File: src/rtl/core/wri_pkg.sv
`timescale 1ns / 1ps
// ----------------------------------------------------------------------------
// wri_pkg
// Shared types, constants and the cosine falloff table for the wave row
// intensity generator.
// ----------------------------------------------------------------------------
package wri_pkg;

  localparam int ROWS_DEF       = 16;
  localparam int WAVE_COUNT_DEF = 2;
  localparam int WAVE_MAX       = 2;
  localparam int POS_W          = 9;
  localparam int ROW_OUT_W      = 6;
  localparam int CH_W           = 8;
  localparam int COLOR_W        = 24;
  localparam int FACTOR_W       = 9;
  localparam int STEPS_PER_ROW  = 5;
  localparam int FALLOFF_REACH  = 15;
  localparam int IN_DATA_W      = 8;
  localparam int OUT_DATA_W     = 32;
  localparam int CFG_IDX_W      = 2;

  localparam logic [COLOR_W-1:0] COLOR_RESET = 24'h808080;

  typedef enum logic [CFG_IDX_W-1:0] {
    REG_FIRST_COLOR  = 2'd0,
    REG_SECOND_COLOR = 2'd1,
    REG_DIRECTIONS   = 2'd2
  } cfg_reg_t;

  typedef logic [POS_W-1:0] pos_t;
  typedef pos_t [WAVE_MAX-1:0] pos_arr_t;

  typedef struct packed {
    logic [CH_W-1:0] red;
    logic [CH_W-1:0] green;
    logic [CH_W-1:0] blue;
  } rgb_t;

  // round(256*cos(d*pi/30)), Q1.8 with 1.0 at d = 0
  function automatic logic [FACTOR_W-1:0] falloff_lookup(input logic [3:0] d);
    logic [FACTOR_W-1:0] f;
    unique case (d)
      4'd0:  f = 9'd256;
      4'd1:  f = 9'd255;
      4'd2:  f = 9'd250;
      4'd3:  f = 9'd243;
      4'd4:  f = 9'd234;
      4'd5:  f = 9'd222;
      4'd6:  f = 9'd207;
      4'd7:  f = 9'd190;
      4'd8:  f = 9'd171;
      4'd9:  f = 9'd150;
      4'd10: f = 9'd128;
      4'd11: f = 9'd104;
      4'd12: f = 9'd79;
      4'd13: f = 9'd53;
      4'd14: f = 9'd27;
      4'd15: f = 9'd0;
      default: f = '0;
    endcase
    return f;
  endfunction

endpackage

File: src/rtl/core/wri_wave_pos.sv
`timescale 1ns / 1ps
// ----------------------------------------------------------------------------
// wri_wave_pos
// Wave center registers in fifths of a row, stepped once per frame with
// wrap at both ends of the column.
// ----------------------------------------------------------------------------
module wri_wave_pos
  import wri_pkg::*;
#(
  parameter int ROWS       = ROWS_DEF,
  parameter int WAVE_COUNT = WAVE_COUNT_DEF
) (
  input  logic                clk,
  input  logic                rst_n,
  input  logic                advance,
  input  logic [WAVE_MAX-1:0] dir,
  output pos_arr_t            pos
);

  localparam pos_t POS_LAST  = POS_W'(STEPS_PER_ROW * ROWS - 1);
  localparam pos_t BACK_WRAP = POS_W'(STEPS_PER_ROW * (ROWS - 1));

  pos_arr_t pos_r;
  pos_arr_t pos_nxt;

  always_comb begin
    pos_nxt = pos_r;
    for (int w = 0; w < WAVE_MAX; w++) begin
      if (advance && (w < WAVE_COUNT)) begin
        if (dir[w]) begin
          pos_nxt[w] = (pos_r[w] == '0) ? BACK_WRAP : pos_r[w] - POS_W'(1);
        end else begin
          pos_nxt[w] = (pos_r[w] == POS_LAST) ? '0 : pos_r[w] + POS_W'(1);
        end
      end
    end
  end

  always_ff @(posedge clk) begin
    if (!rst_n) begin
      pos_r <= '0;
    end else begin
      pos_r <= pos_nxt;
    end
  end

  assign pos = pos_r;

endmodule

File: src/rtl/core/wri_shade.sv
`timescale 1ns / 1ps
// ----------------------------------------------------------------------------
// wri_shade
// Shared shading unit: distance to one wave, falloff factor, and saturating
// accumulate of the scaled wave color on all three channels.
// ----------------------------------------------------------------------------
module wri_shade
  import wri_pkg::*;
(
  input  pos_t here,
  input  pos_t pos,
  input  rgb_t color,
  input  rgb_t acc,
  output rgb_t sum
);

  pos_t                dist_fifths;
  logic [FACTOR_W-1:0] factor;

  function automatic logic [CH_W-1:0] sat_add(input logic [CH_W-1:0] a,
                                               input logic [CH_W-1:0] c,
                                               input logic [FACTOR_W-1:0] f);
    logic [CH_W+FACTOR_W-1:0] prod;
    logic [CH_W+1:0]          s;
    prod = {{FACTOR_W{1'b0}}, c} * {{CH_W{1'b0}}, f};
    s    = {2'b00, a} + {1'b0, prod[CH_W+FACTOR_W-1:8]};
    return (s > (CH_W+2)'(255)) ? {CH_W{1'b1}} : s[CH_W-1:0];
  endfunction

  always_comb begin
    dist_fifths = (here >= pos) ? here - pos : pos - here;
    factor = (dist_fifths <= POS_W'(FALLOFF_REACH)) ? falloff_lookup(dist_fifths[3:0]) : '0;
    sum.red   = sat_add(acc.red,   color.red,   factor);
    sum.green = sat_add(acc.green, color.green, factor);
    sum.blue  = sat_add(acc.blue,  color.blue,  factor);
  end

endmodule

File: src/rtl/core/wave_row_intensity_generator.sv
`timescale 1ns / 1ps
// ----------------------------------------------------------------------------
// wave_row_intensity_generator
// Moving two-wave row color generator with cosine falloff per row.
// ----------------------------------------------------------------------------
// A transaction with frame_tick set steps each wave one fifth of a row and
// then streams ROWS row colors, row 0 first, tlast on the last row. Input
// ready drops after the tick until the last row is registered for output,
// output stalls included: ST_MOVE steps the positions, then ST_SHADE takes
// each wave of each row in turn through the single shading unit. A
// transaction with frame_tick clear is taken while idle and produces
// nothing. Input is not ready while a frame is in work.
// ----------------------------------------------------------------------------
module wave_row_intensity_generator
  import wri_pkg::*;
#(
  parameter int ROWS       = ROWS_DEF,
  parameter int WAVE_COUNT = WAVE_COUNT_DEF
) (
  input  logic                  clk,
  input  logic                  rst_n,
  input  logic                  in_tvalid,
  output logic                  in_tready,
  input  logic [IN_DATA_W-1:0]  in_tdata,   // [0] frame_tick, [7:1] zero
  output logic                  out_tvalid,
  input  logic                  out_tready,
  // [5:0] row_index, [13:6] red_level, [21:14] green_level,
  // [29:22] blue_level, [31:30] zero
  output logic [OUT_DATA_W-1:0] out_tdata,
  output logic                  out_tlast,  // last_row
  input  logic                  cfg_valid,
  output logic                  cfg_ready,
  input  logic [CFG_IDX_W-1:0]  cfg_index,
  input  logic [COLOR_W-1:0]    cfg_data
);

  localparam int                ROW_W    = $clog2(ROWS);
  localparam logic [ROW_W-1:0]  ROW_LAST = ROW_W'(ROWS - 1);

  typedef enum logic [1:0] {
    ST_IDLE,
    ST_MOVE,
    ST_SHADE
  } state_t;

  state_t                  state_r, state_nxt;
  logic [ROW_W-1:0]        row_r, row_nxt;
  logic                    wave_r, wave_nxt;
  pos_t                    here_r, here_nxt;
  rgb_t                    acc_r, acc_nxt;
  logic                    out_valid_r, out_valid_nxt;
  logic [OUT_DATA_W-1:0]   out_data_r, out_data_nxt;
  logic                    out_last_r, out_last_nxt;
  logic [COLOR_W-1:0]      first_color_r;
  logic [COLOR_W-1:0]      second_color_r;
  logic [WAVE_MAX-1:0]     dir_r;

  pos_arr_t                wave_pos;
  rgb_t                    acc_in;
  rgb_t                    color_sel;
  rgb_t                    shade_sum;
  logic                    wave_last;
  logic                    out_free;
  logic                    in_accept;

  assign in_tready = (state_r == ST_IDLE);
  assign in_accept = in_tvalid && in_tready;
  assign cfg_ready = 1'b1;

  assign wave_last = (wave_r == 1'(WAVE_COUNT - 1));
  assign out_free  = !out_valid_r || out_tready;
  assign acc_in    = (wave_r == 1'b0) ? rgb_t'('0) : acc_r;
  assign color_sel = wave_r ? rgb_t'(second_color_r) : rgb_t'(first_color_r);

  wri_wave_pos #(
    .ROWS       (ROWS),
    .WAVE_COUNT (WAVE_COUNT)
  ) u_wave_pos (
    .clk     (clk),
    .rst_n   (rst_n),
    .advance (state_r == ST_MOVE),
    .dir     (dir_r),
    .pos     (wave_pos)
  );

  wri_shade u_shade (
    .here  (here_r),
    .pos   (wave_pos[wave_r]),
    .color (color_sel),
    .acc   (acc_in),
    .sum   (shade_sum)
  );

  always_comb begin
    state_nxt     = state_r;
    row_nxt       = row_r;
    wave_nxt      = wave_r;
    here_nxt      = here_r;
    acc_nxt       = acc_r;
    out_valid_nxt = out_valid_r && !out_tready;
    out_data_nxt  = out_data_r;
    out_last_nxt  = out_last_r;
    unique case (state_r)
      ST_IDLE: begin
        if (in_accept && in_tdata[0]) begin
          state_nxt = ST_MOVE;
        end
      end
      ST_MOVE: begin
        state_nxt = ST_SHADE;
        row_nxt   = '0;
        wave_nxt  = 1'b0;
        here_nxt  = '0;
      end
      ST_SHADE: begin
        if (!wave_last) begin
          acc_nxt  = shade_sum;
          wave_nxt = 1'b1;
        end else if (out_free) begin
          out_valid_nxt = 1'b1;
          out_data_nxt  = {2'b00, shade_sum.blue, shade_sum.green, shade_sum.red,
                           ROW_OUT_W'(row_r)};
          out_last_nxt  = (row_r == ROW_LAST);
          wave_nxt      = 1'b0;
          row_nxt       = row_r + ROW_W'(1);
          here_nxt      = here_r + POS_W'(STEPS_PER_ROW);
          if (row_r == ROW_LAST) begin
            state_nxt = ST_IDLE;
          end
        end
      end
      default: begin
        state_nxt = ST_IDLE;
      end
    endcase
  end

  always_ff @(posedge clk) begin
    if (!rst_n) begin
      state_r        <= ST_IDLE;
      out_valid_r    <= 1'b0;
      first_color_r  <= COLOR_RESET;
      second_color_r <= COLOR_RESET;
      dir_r          <= '0;
    end else begin
      state_r     <= state_nxt;
      out_valid_r <= out_valid_nxt;
      if (cfg_valid && cfg_ready) begin
        unique case (cfg_reg_t'(cfg_index))
          REG_FIRST_COLOR:  first_color_r  <= cfg_data;
          REG_SECOND_COLOR: second_color_r <= cfg_data;
          REG_DIRECTIONS:   dir_r          <= cfg_data[WAVE_MAX-1:0];
          default: ;
        endcase
      end
    end
    row_r      <= row_nxt;
    wave_r     <= wave_nxt;
    here_r     <= here_nxt;
    acc_r      <= acc_nxt;
    out_data_r <= out_data_nxt;
    out_last_r <= out_last_nxt;
  end

  assign out_tvalid = out_valid_r;
  assign out_tdata  = out_data_r;
  assign out_tlast  = out_last_r;

`ifndef SYNTHESIS
  a_pos0_range: assert property (@(posedge clk) disable iff (!rst_n)
    wave_pos[0] < POS_W'(STEPS_PER_ROW * ROWS))
    else $error("wave 0 position out of range");

  a_pos1_range: assert property (@(posedge clk) disable iff (!rst_n)
    wave_pos[1] < POS_W'(STEPS_PER_ROW * ROWS))
    else $error("wave 1 position out of range");

  a_tick_busy: assert property (@(posedge clk) disable iff (!rst_n)
    (in_tvalid && in_tready && in_tdata[0]) |=> !in_tready)
    else $error("input ready during frame");

  a_last_row: assert property (@(posedge clk) disable iff (!rst_n)
    (out_tvalid && out_tlast) |-> (out_tdata[ROW_OUT_W-1:0] == ROW_OUT_W'(ROWS - 1)))
    else $error("tlast on wrong row");
`endif

endmodule
File: config.mk
export PLATFORM = sky130hd
export DESIGN_NAME = wave_row_intensity_generator
export DESIGN_NICKNAME = d
export VERILOG_FILES = /design/src/rtl/core/wri_pkg.sv /design/src/rtl/core/wri_wave_pos.sv /design/src/rtl/core/wri_shade.sv /design/src/rtl/core/wave_row_intensity_generator.sv
export SDC_FILE = /design/constraint.sdc
export NUM_CORES = 1
export LEC_CHECK = 0
export BUFFER_PORTS_ARGS = -buffer_cell sky130_fd_sc_hd__buf_2
export CAP_MARGIN = 20
export CORE_MARGIN = 4
export CORE_UTILIZATION = 25
export CTS_BUF_LIST = sky130_fd_sc_hd__clkbuf_8
export CTS_CLUSTER_DIAMETER = 40
export DETAILED_ROUTE_END_ITERATION = 8
export PLACE_DENSITY = 0.4
export SYNTH_ARGS = -nofsm -noshare
export SYNTH_HDL_FRONTEND = slang
export SYNTH_SLANG_ARGS = --single-unit
File: constraint.sdc
create_clock -name clk -period 24.9 [get_ports clk]
set_input_delay 4.98 -clock clk [delete_from_list [all_inputs] [get_ports clk]]
set_output_delay 4.98 -clock clk [all_outputs]
set_load 0.03 [all_outputs]
==> impl_metrics.env, run 1 <==
export IMPL_vias=11840
export IMPL_wl_per_cell_um=14.86
export IMPL_synth_area_leader_cell="fa_1"
export IMPL_grt_pass1_vias=12301
export IMPL_antenna_found_initial=0
export IMPL_fp_dieH_um=255.2
export IMPL_whs_path_depth=2
export IMPL_die_w_um=255.2
export IMPL_cp_slowest_cell="nor2b_1"
export IMPL_clkLatencyLatePin_ps=560
export IMPL_hold_ws_ps=467.9
export IMPL_drt_iter0_drc=404
export IMPL_synth_top_area_share_pct=16.77
export IMPL_drc=0
export IMPL_syn_inst=1769
export IMPL_cts_hold_fix_buffers=0
export IMPL_p_leak_uw=0.007921
export IMPL_post_cts_buffers=0
export IMPL_r2r_end="acc_r[22]$_DFFE_PP_"
export IMPL_hpwlAfterDp_um=28490
export IMPL_port_buffers=62
export IMPL_drive_gt1_share_pct=10.86
export IMPL_fin_crit_ps=11400
export IMPL_dr_pass1_iters=5
export IMPL_cp_end_kind="flip-flop"
export IMPL_ioPinCount=75
export IMPL_cts_tree="yes"
export IMPL_antenna_cells=0
export IMPL_async_flop_share_pct=0
export IMPL_cp_required_ps=25140
export IMPL_rows=90
export IMPL_critPathTopFamily="adder cells"
export IMPL_vias_per_cell=4.577
export IMPL_tightest_slew_ps=1023
export IMPL_postSynthRegisterBits=138
export IMPL_ys_warnings_count=0
export IMPL_skew_ps=33.76
export IMPL_setup_viol=0
export IMPL_clockBufferDepth=2
export IMPL_cp_start_kind="flip-flop"
export IMPL_cts_sink_count=138
export IMPL_crit_path_frequent_cell="inv_1"
export IMPL_clkTransAtPathRegs_ps=100
export IMPL_holdCritStartpoint="first_color_r[17]$_SDFFE_PN0P_"
export IMPL_fin_setup_tns_ps=0
export IMPL_clock_root_buffer="clkbuf_8"
export IMPL_fin_area_um2=16830
export IMPL_timing_fmax_ghz=0.08772
export IMPL_routed_wirelength_um=38430
export IMPL_powerDensity_nw_per_um2=72.66
export IMPL_path_class="flip-flop to flip-flop"
export IMPL_mostFrequentLayoutCells="nor2_1 (223), inv_1 (202), nand2_1 (170), ha_1 (163), fa_1 (128)"
export IMPL_rsz0062_at_grt="no"
export IMPL_worst_path_buf_inv=8
export IMPL_rrSetupSlack_ps=13500
export IMPL_grt_max_degree=72
export IMPL_grt_pass1_wl_um=63350
export IMPL_cts_repair_resized=0
export IMPL_synth_area_leaders="fa_1 (17%), ha_1 (13%), edfxtp_1 (13%)"
export IMPL_cts_buffers=17
export IMPL_hold_viol=0
export IMPL_register_area_um2=3433
export IMPL_status="completed"
export IMPL_layout_commonest_cell="nor2_1"
export IMPL_holdPathEnd="first_color_r[17]$_SDFFE_PN0P_"
export IMPL_ys_seq_area_share_pct=22.47
export IMPL_hp_class="flip-flop to flip-flop"
export IMPL_ys_types=81
export IMPL_syn_area_per_cell_um2=8.637
export IMPL_drt_antenna_violating_nets=0
export IMPL_final_nets=2122
export IMPL_slew_viol_final=0
export IMPL_cpPeakStageDelay_ps=690
export IMPL_arrival_ps=11640
export IMPL_place_area_um2=16410
export IMPL_fillCellCount=6399
export IMPL_synth_edf_count=67
export IMPL_rr_startpoint="wave_last$_DFFE_PP_"
export IMPL_die_area_um2=65140
export IMPL_r2r_cells=43
export IMPL_initial_core_util_pct=25.27
export IMPL_area_growth_pct=10.12
export IMPL_htreeDepth=4
export IMPL_gp_congestion=0.7936
export IMPL_slew_headroom_pct=29.87
export IMPL_core_um2=60470
export IMPL_syn_area_um2=15280
export IMPL_ir_drop_v=0.00005200
export IMPL_synthFlopType="dfxtp_1"
export IMPL_multi_input_area_um2=10770
export IMPL_overflow=0
export IMPL_fin_crit_sh_pct=45.78
export IMPL_crit_fanout=35
export IMPL_cap_violations=0
export IMPL_track_usage_pct=12.18
==> tightest hold or removal path, cell delays in order, from the launching register on <==
cell and delay, ps:
dfxtp_1 320, nand2_1 50, a21boi_0 60
==> where the power goes <==
group	switching, uW	internal (uW)	leakage [uW]
Clock	114	72.6	0.000196
Sequential	23.9	286	0.00120
Combinational	455	270	0.00653
==> synthesized netlist by cell type (all sizes together), types with 3 or more instances <==
cell type	n
a2111oi	3
a21boi	49
a21o	26
a21oi	66
a22oi	5
a311oi	7
a31oi	10
and2	39
and3	9
and3b	3
buf	16
clkbuf	71
dfxtp	71
edfxtp	67
fa	128
ha	163
inv	201
mux2i	51
nand2	171
nand2b	12
nand3	47
nand3b	9
nand4	7
nor2	224
nor2b	25
nor3	34
nor3b	7
nor4	10
o21a	9
o21ai	57
o21bai	8
o22ai	5
o31ai	5
o41ai	3
or2	47
or3	8
or4	3
xnor2	42
xor2	18
==> state kept, by name (all words and copies together) (netlist names) <==
register and cells:
out_tdata 28, acc_r 24, first_color_r 24, second_color_r 24, u_wave_pos.pos 18, here_r 9, row_r 4, dir_r 2
state_r 2, out_tlast 1, out_tvalid 1, wave_last 1
==> logic make-up (layout without fill, tap and decap cells) <==
family                   Yosys count  in the layout  synth area share (%)
other                              2              5               0.04915
multiplexers                      53             53                 3.513
XOR/XNOR                          60             60                 3.439
AO/OA/AOI/OAI                    275            275                 12.54
flip-flops                       138            138                 22.47
buffers and inverters            288            321                 7.378
adder cells (fa/ha/maj)          291            291                 30.12
AND/OR/NAND/NOR                  662            662                 20.50
==> final cells by class <==
type	count	share of cell area, %
inverter	201	4.484
timing repair buffer	88	3.145
sequential	138	20.40
multi-input combinational	1346	63.98
clock inverter	15	0.7808
clock buffer	17	1.391
tap	782	5.815
==> metal layers <==
layer,global-route usage (%),part of all wire (%)
met5,0,0
met4,3.866,2.2
met3,2.581,2.4
met2,21.53,51
met1,14.84,44
==> metrics by stage <==
stage | power [uW] | worst slack, ps | cells | util (%)
final | 1223 | 13500 | 2587 | 27.83
after global routing | 1344 | 12660 | 2587 | 27.83
after CTS | 1248 | 13300 | 2584 | 27.75
after detailed placement | 1048 | 13340 | 2552 | 27.14
after global placement | 1045 | 13440 | 2552 | 27.14
after floorplan | 862.4 | 14510 | 1772 | -
==> worst max path at each step <==
stage / from / end / slack, ps / depth (start not counted)
4_1_cts: wave_last$_DFFE_PP_ / acc_r[22]$_DFFE_PP_ / 13300 / 43
5_1_grt: wave_last$_DFFE_PP_ / out_tdata[23]$_DFFE_PP_ / 12660 / 36
6_report: wave_last$_DFFE_PP_ / acc_r[22]$_DFFE_PP_ / 13500 / 43
2_1_floorplan: wave_last$_DFFE_PP_ / acc_r[5]$_DFFE_PP_ / 14510 / 42
3_3_place_gp: wave_last$_DFFE_PP_ / out_tdata[23]$_DFFE_PP_ / 13440 / 37
3_5_place_dp: wave_last$_DFFE_PP_ / out_tdata[12]$_DFFE_PP_ / 13340 / 43
No activity file was read; power rests on OpenSTA's default activity.
==> run 2, diff against run 1 <==
--- a/config.mk
+++ b/config.mk
@@ -5,6 +5,7 @@
 export SDC_FILE = /design/constraint.sdc
 export NUM_CORES = 1
 export LEC_CHECK = 0
+export ABC_AREA = 1
 export BUFFER_PORTS_ARGS = -buffer_cell sky130_fd_sc_hd__buf_2
 export CAP_MARGIN = 20
 export CORE_MARGIN = 4
==> constraint.sdc (replaced) <==
create_clock -name clk -period 11.6 [get_ports clk]
set_input_delay 2.32 -clock clk [delete_from_list [all_inputs] [get_ports clk]]
set_output_delay 2.32 -clock clk [all_outputs]
set_load 0.03 [all_outputs]
==> impl_metrics.env, run 2 <==
export IMPL_status="completed"
export IMPL_placed_cells=2831
export IMPL_port_buffers=62
export IMPL_die_area_um2=65340
export IMPL_cts_tree="yes"
export IMPL_fin_area_um2=16900
export IMPL_drt_iter0_drc=539
export IMPL_postSynthRegisterBits=138
export IMPL_vias_per_cell=4.440
export IMPL_fin_setup_tns_ps=0
export IMPL_setup_viol=0
export IMPL_vias=12724
export IMPL_ys_seq_area_share_pct=22.40
export IMPL_clock_root_buffer="clkbuf_8"
export IMPL_routed_wirelength_um=41630
export IMPL_dr_pass1_iters=5
export IMPL_rsz0062_at_grt="no"
export IMPL_ys_types=50
export IMPL_track_usage_pct=13.05
export IMPL_fp_dieH_um=255.6
export IMPL_drc=0
export IMPL_skew_ps=17.23
export IMPL_cts_buffers=17
export IMPL_whs_path_depth=2
export IMPL_async_flop_share_pct=0
export IMPL_place_area_um2=16480
export IMPL_rows=90
export IMPL_cts_hold_fix_buffers=0
export IMPL_layout_commonest_cell="inv_1"
export IMPL_tightest_slew_ps=986.7
export IMPL_cap_violations=0
export IMPL_gp_congestion=0.8203
export IMPL_hp_class="flip-flop to flip-flop"
export IMPL_die_w_um=255.6
export IMPL_hpwlAfterDp_um=32960
export IMPL_cp_start_kind="flip-flop"
export IMPL_clkLatencyLatePin_ps=530
export IMPL_synth_area_leaders="fa_1 (17%), ha_1 (13%), edfxtp_1 (13%)"
export IMPL_slew_headroom_pct=34.03
export IMPL_drive_gt1_share_pct=8.069
export IMPL_timing_fmax_ghz=0.09679
export IMPL_rrSetupSlack_ps=1270
export IMPL_post_cts_buffers=0
export IMPL_core_um2=60470
export IMPL_arrival_ps=10560
export IMPL_antenna_found_initial=1
export IMPL_rr_startpoint="wave_last$_DFFE_PP_"
export IMPL_fillCellCount=6617
export IMPL_cpPeakStageDelay_ps=730
export IMPL_synth_most_common_cell="inv_1"
export IMPL_holdPathEnd="first_color_r[18]$_SDFFE_PN0P_"
export IMPL_r2r_cells=40
export IMPL_slew_viol_final=0
export IMPL_area_growth_pct=10.28
export IMPL_synth_edf_count=67
export IMPL_largest_reg_flops=28
export IMPL_grt_max_degree=66
export IMPL_syn_area_um2=15330
export IMPL_p_leak_uw=0.008495
export IMPL_ioPinCount=75
export IMPL_clockBufferDepth=2
export IMPL_stdcell_count=2866
export IMPL_clkTransAtPathRegs_ps=90
export IMPL_cp_end_kind="flip-flop"
export IMPL_syn_inst=2024
export IMPL_synth_common_cells="inv_1 (394), nand2_1 (346), nor2_1 (277), ha_1 (163), o21ai_0 (129)"
export IMPL_wl_per_cell_um=14.53
export IMPL_synth_top_area_share_pct=16.72
export IMPL_final_nets=2399
export IMPL_cts_repair_resized=0
export IMPL_synth_area_leader_cell="fa_1"
export IMPL_r2r_end="acc_r[9]$_DFFE_PP_"
export IMPL_htreeDepth=4
export IMPL_ir_drop_v=0.0001343
export IMPL_syn_area_per_cell_um2=7.573
export IMPL_holdCritStartpoint="first_color_r[18]$_SDFFE_PN0P_"
export IMPL_initial_core_util_pct=25.35
export IMPL_grt_pass1_vias=13018
export IMPL_mostFrequentLayoutCells="inv_1 (394), nand2_1 (346), nor2_1 (275), ha_1 (163), o21ai_0 (129)"
export IMPL_hold_viol=0
export IMPL_drt_antenna_violating_nets=0
export IMPL_path_class="flip-flop to flip-flop"
export IMPL_cts_sink_count=138
export IMPL_crit_fanout=19
export IMPL_synthFlopType="dfxtp_1"
export IMPL_ys_warnings_count=0
export IMPL_powerDensity_nw_per_um2=227.2
export IMPL_grt_pass1_wl_um=68870
export IMPL_fin_crit_ps=10330
export IMPL_fin_crit_sh_pct=89.06
export IMPL_cp_required_ps=11830
export IMPL_cp_slowest_cell="o21ai_0"
export IMPL_overflow=0
-- run 2: how the worst max path moves through the flow --
stage	from	to	slack (ps)	cells after the start
after global routing	wave_last$_DFFE_PP_	acc_r[9]$_DFFE_PP_	440	38
after detailed placement	wave_last$_DFFE_PP_	out_tdata[15]$_DFFE_PP_	1370	38
after global placement	wave_last$_DFFE_PP_	out_tdata[11]$_DFFE_PP_	1380	39
after floorplan	wave_last$_DFFE_PP_	acc_r[10]$_DFFE_PP_	2400	47
after CTS	wave_last$_DFFE_PP_	acc_r[9]$_DFFE_PP_	1290	40
final	wave_last$_DFFE_PP_	acc_r[9]$_DFFE_PP_	1270	40
-- run 2: per-layer routing --
layer	vias up	GRT usage [%]	part of all wire (%)
met2	144	21.30	45
met4	0	3.489	1.5
met3	36	2.177	2.8
met5	-	0	0
met1	6078	17.95	50
li1	6466	-	-
-- run 2: area by class of cell --
type                            count  area [um^2]  share of cell area, %
Multi-Input combinational cell   1433        10140                  60.01
Sequential cell                   138         3433                  20.31
Inverter                          403         1513                  8.949
Tap cell                          782        978.4                  5.788
Timing Repair Buffer               76        427.9                  2.531
Clock buffer                       18        247.7                  1.466
Clock inverter                     14        155.1                 0.9178
Antenna cell                        2        5.005                0.02961
-- run 2: cell families after synthesis --
logic type	Yosys count	share of synthesized area [%]
buffers and inverters	456	11.57
DFF	138	22.40
xor gates and xnor gates	58	3.314
AOI/OAI and AO/OA	288	10.26
adders and majority gates	291	30.02
and+or+nand+nor	791	22.39
other	2	0.04899
-- run 2: report_power, final --
part | switching (uW) | total [uW] | internal [uW]
Clock | 229 | 413 | 184
Combinational | 1830 | 2660 | 831
Sequential | 82.2 | 762 | 680
-- run 2: through the flow --
| stage | power [uW] | setup slack [ps] | hold WS [ps] | utilization [%] |
|---|---|---|---|---|
| finish | 3840 | 1269 | 450.9 | 27.95 |
| global route | 4286 | 436.7 | 475.8 | 27.95 |
| CTS | 3902 | 1291 | 454.6 | 27.91 |
| detailed placement | 3451 | 1373 | 439.9 | 27.25 |
| global placement | 3464 | 1379 | 435.3 | 27.25 |
| floorplan | 2835 | 2402 | 424.4 | - |
-- run 2: worst max-delay path: cells and delay by family (launching register included) --
kind | cells | cell delay, ps
simple gates | 20 | 3280
flops | 1 | 650
buf+inv | 5 | 500
compound gates | 5 | 1780
xor+xnor | 1 | 250
fa+ha+maj | 9 | 3560
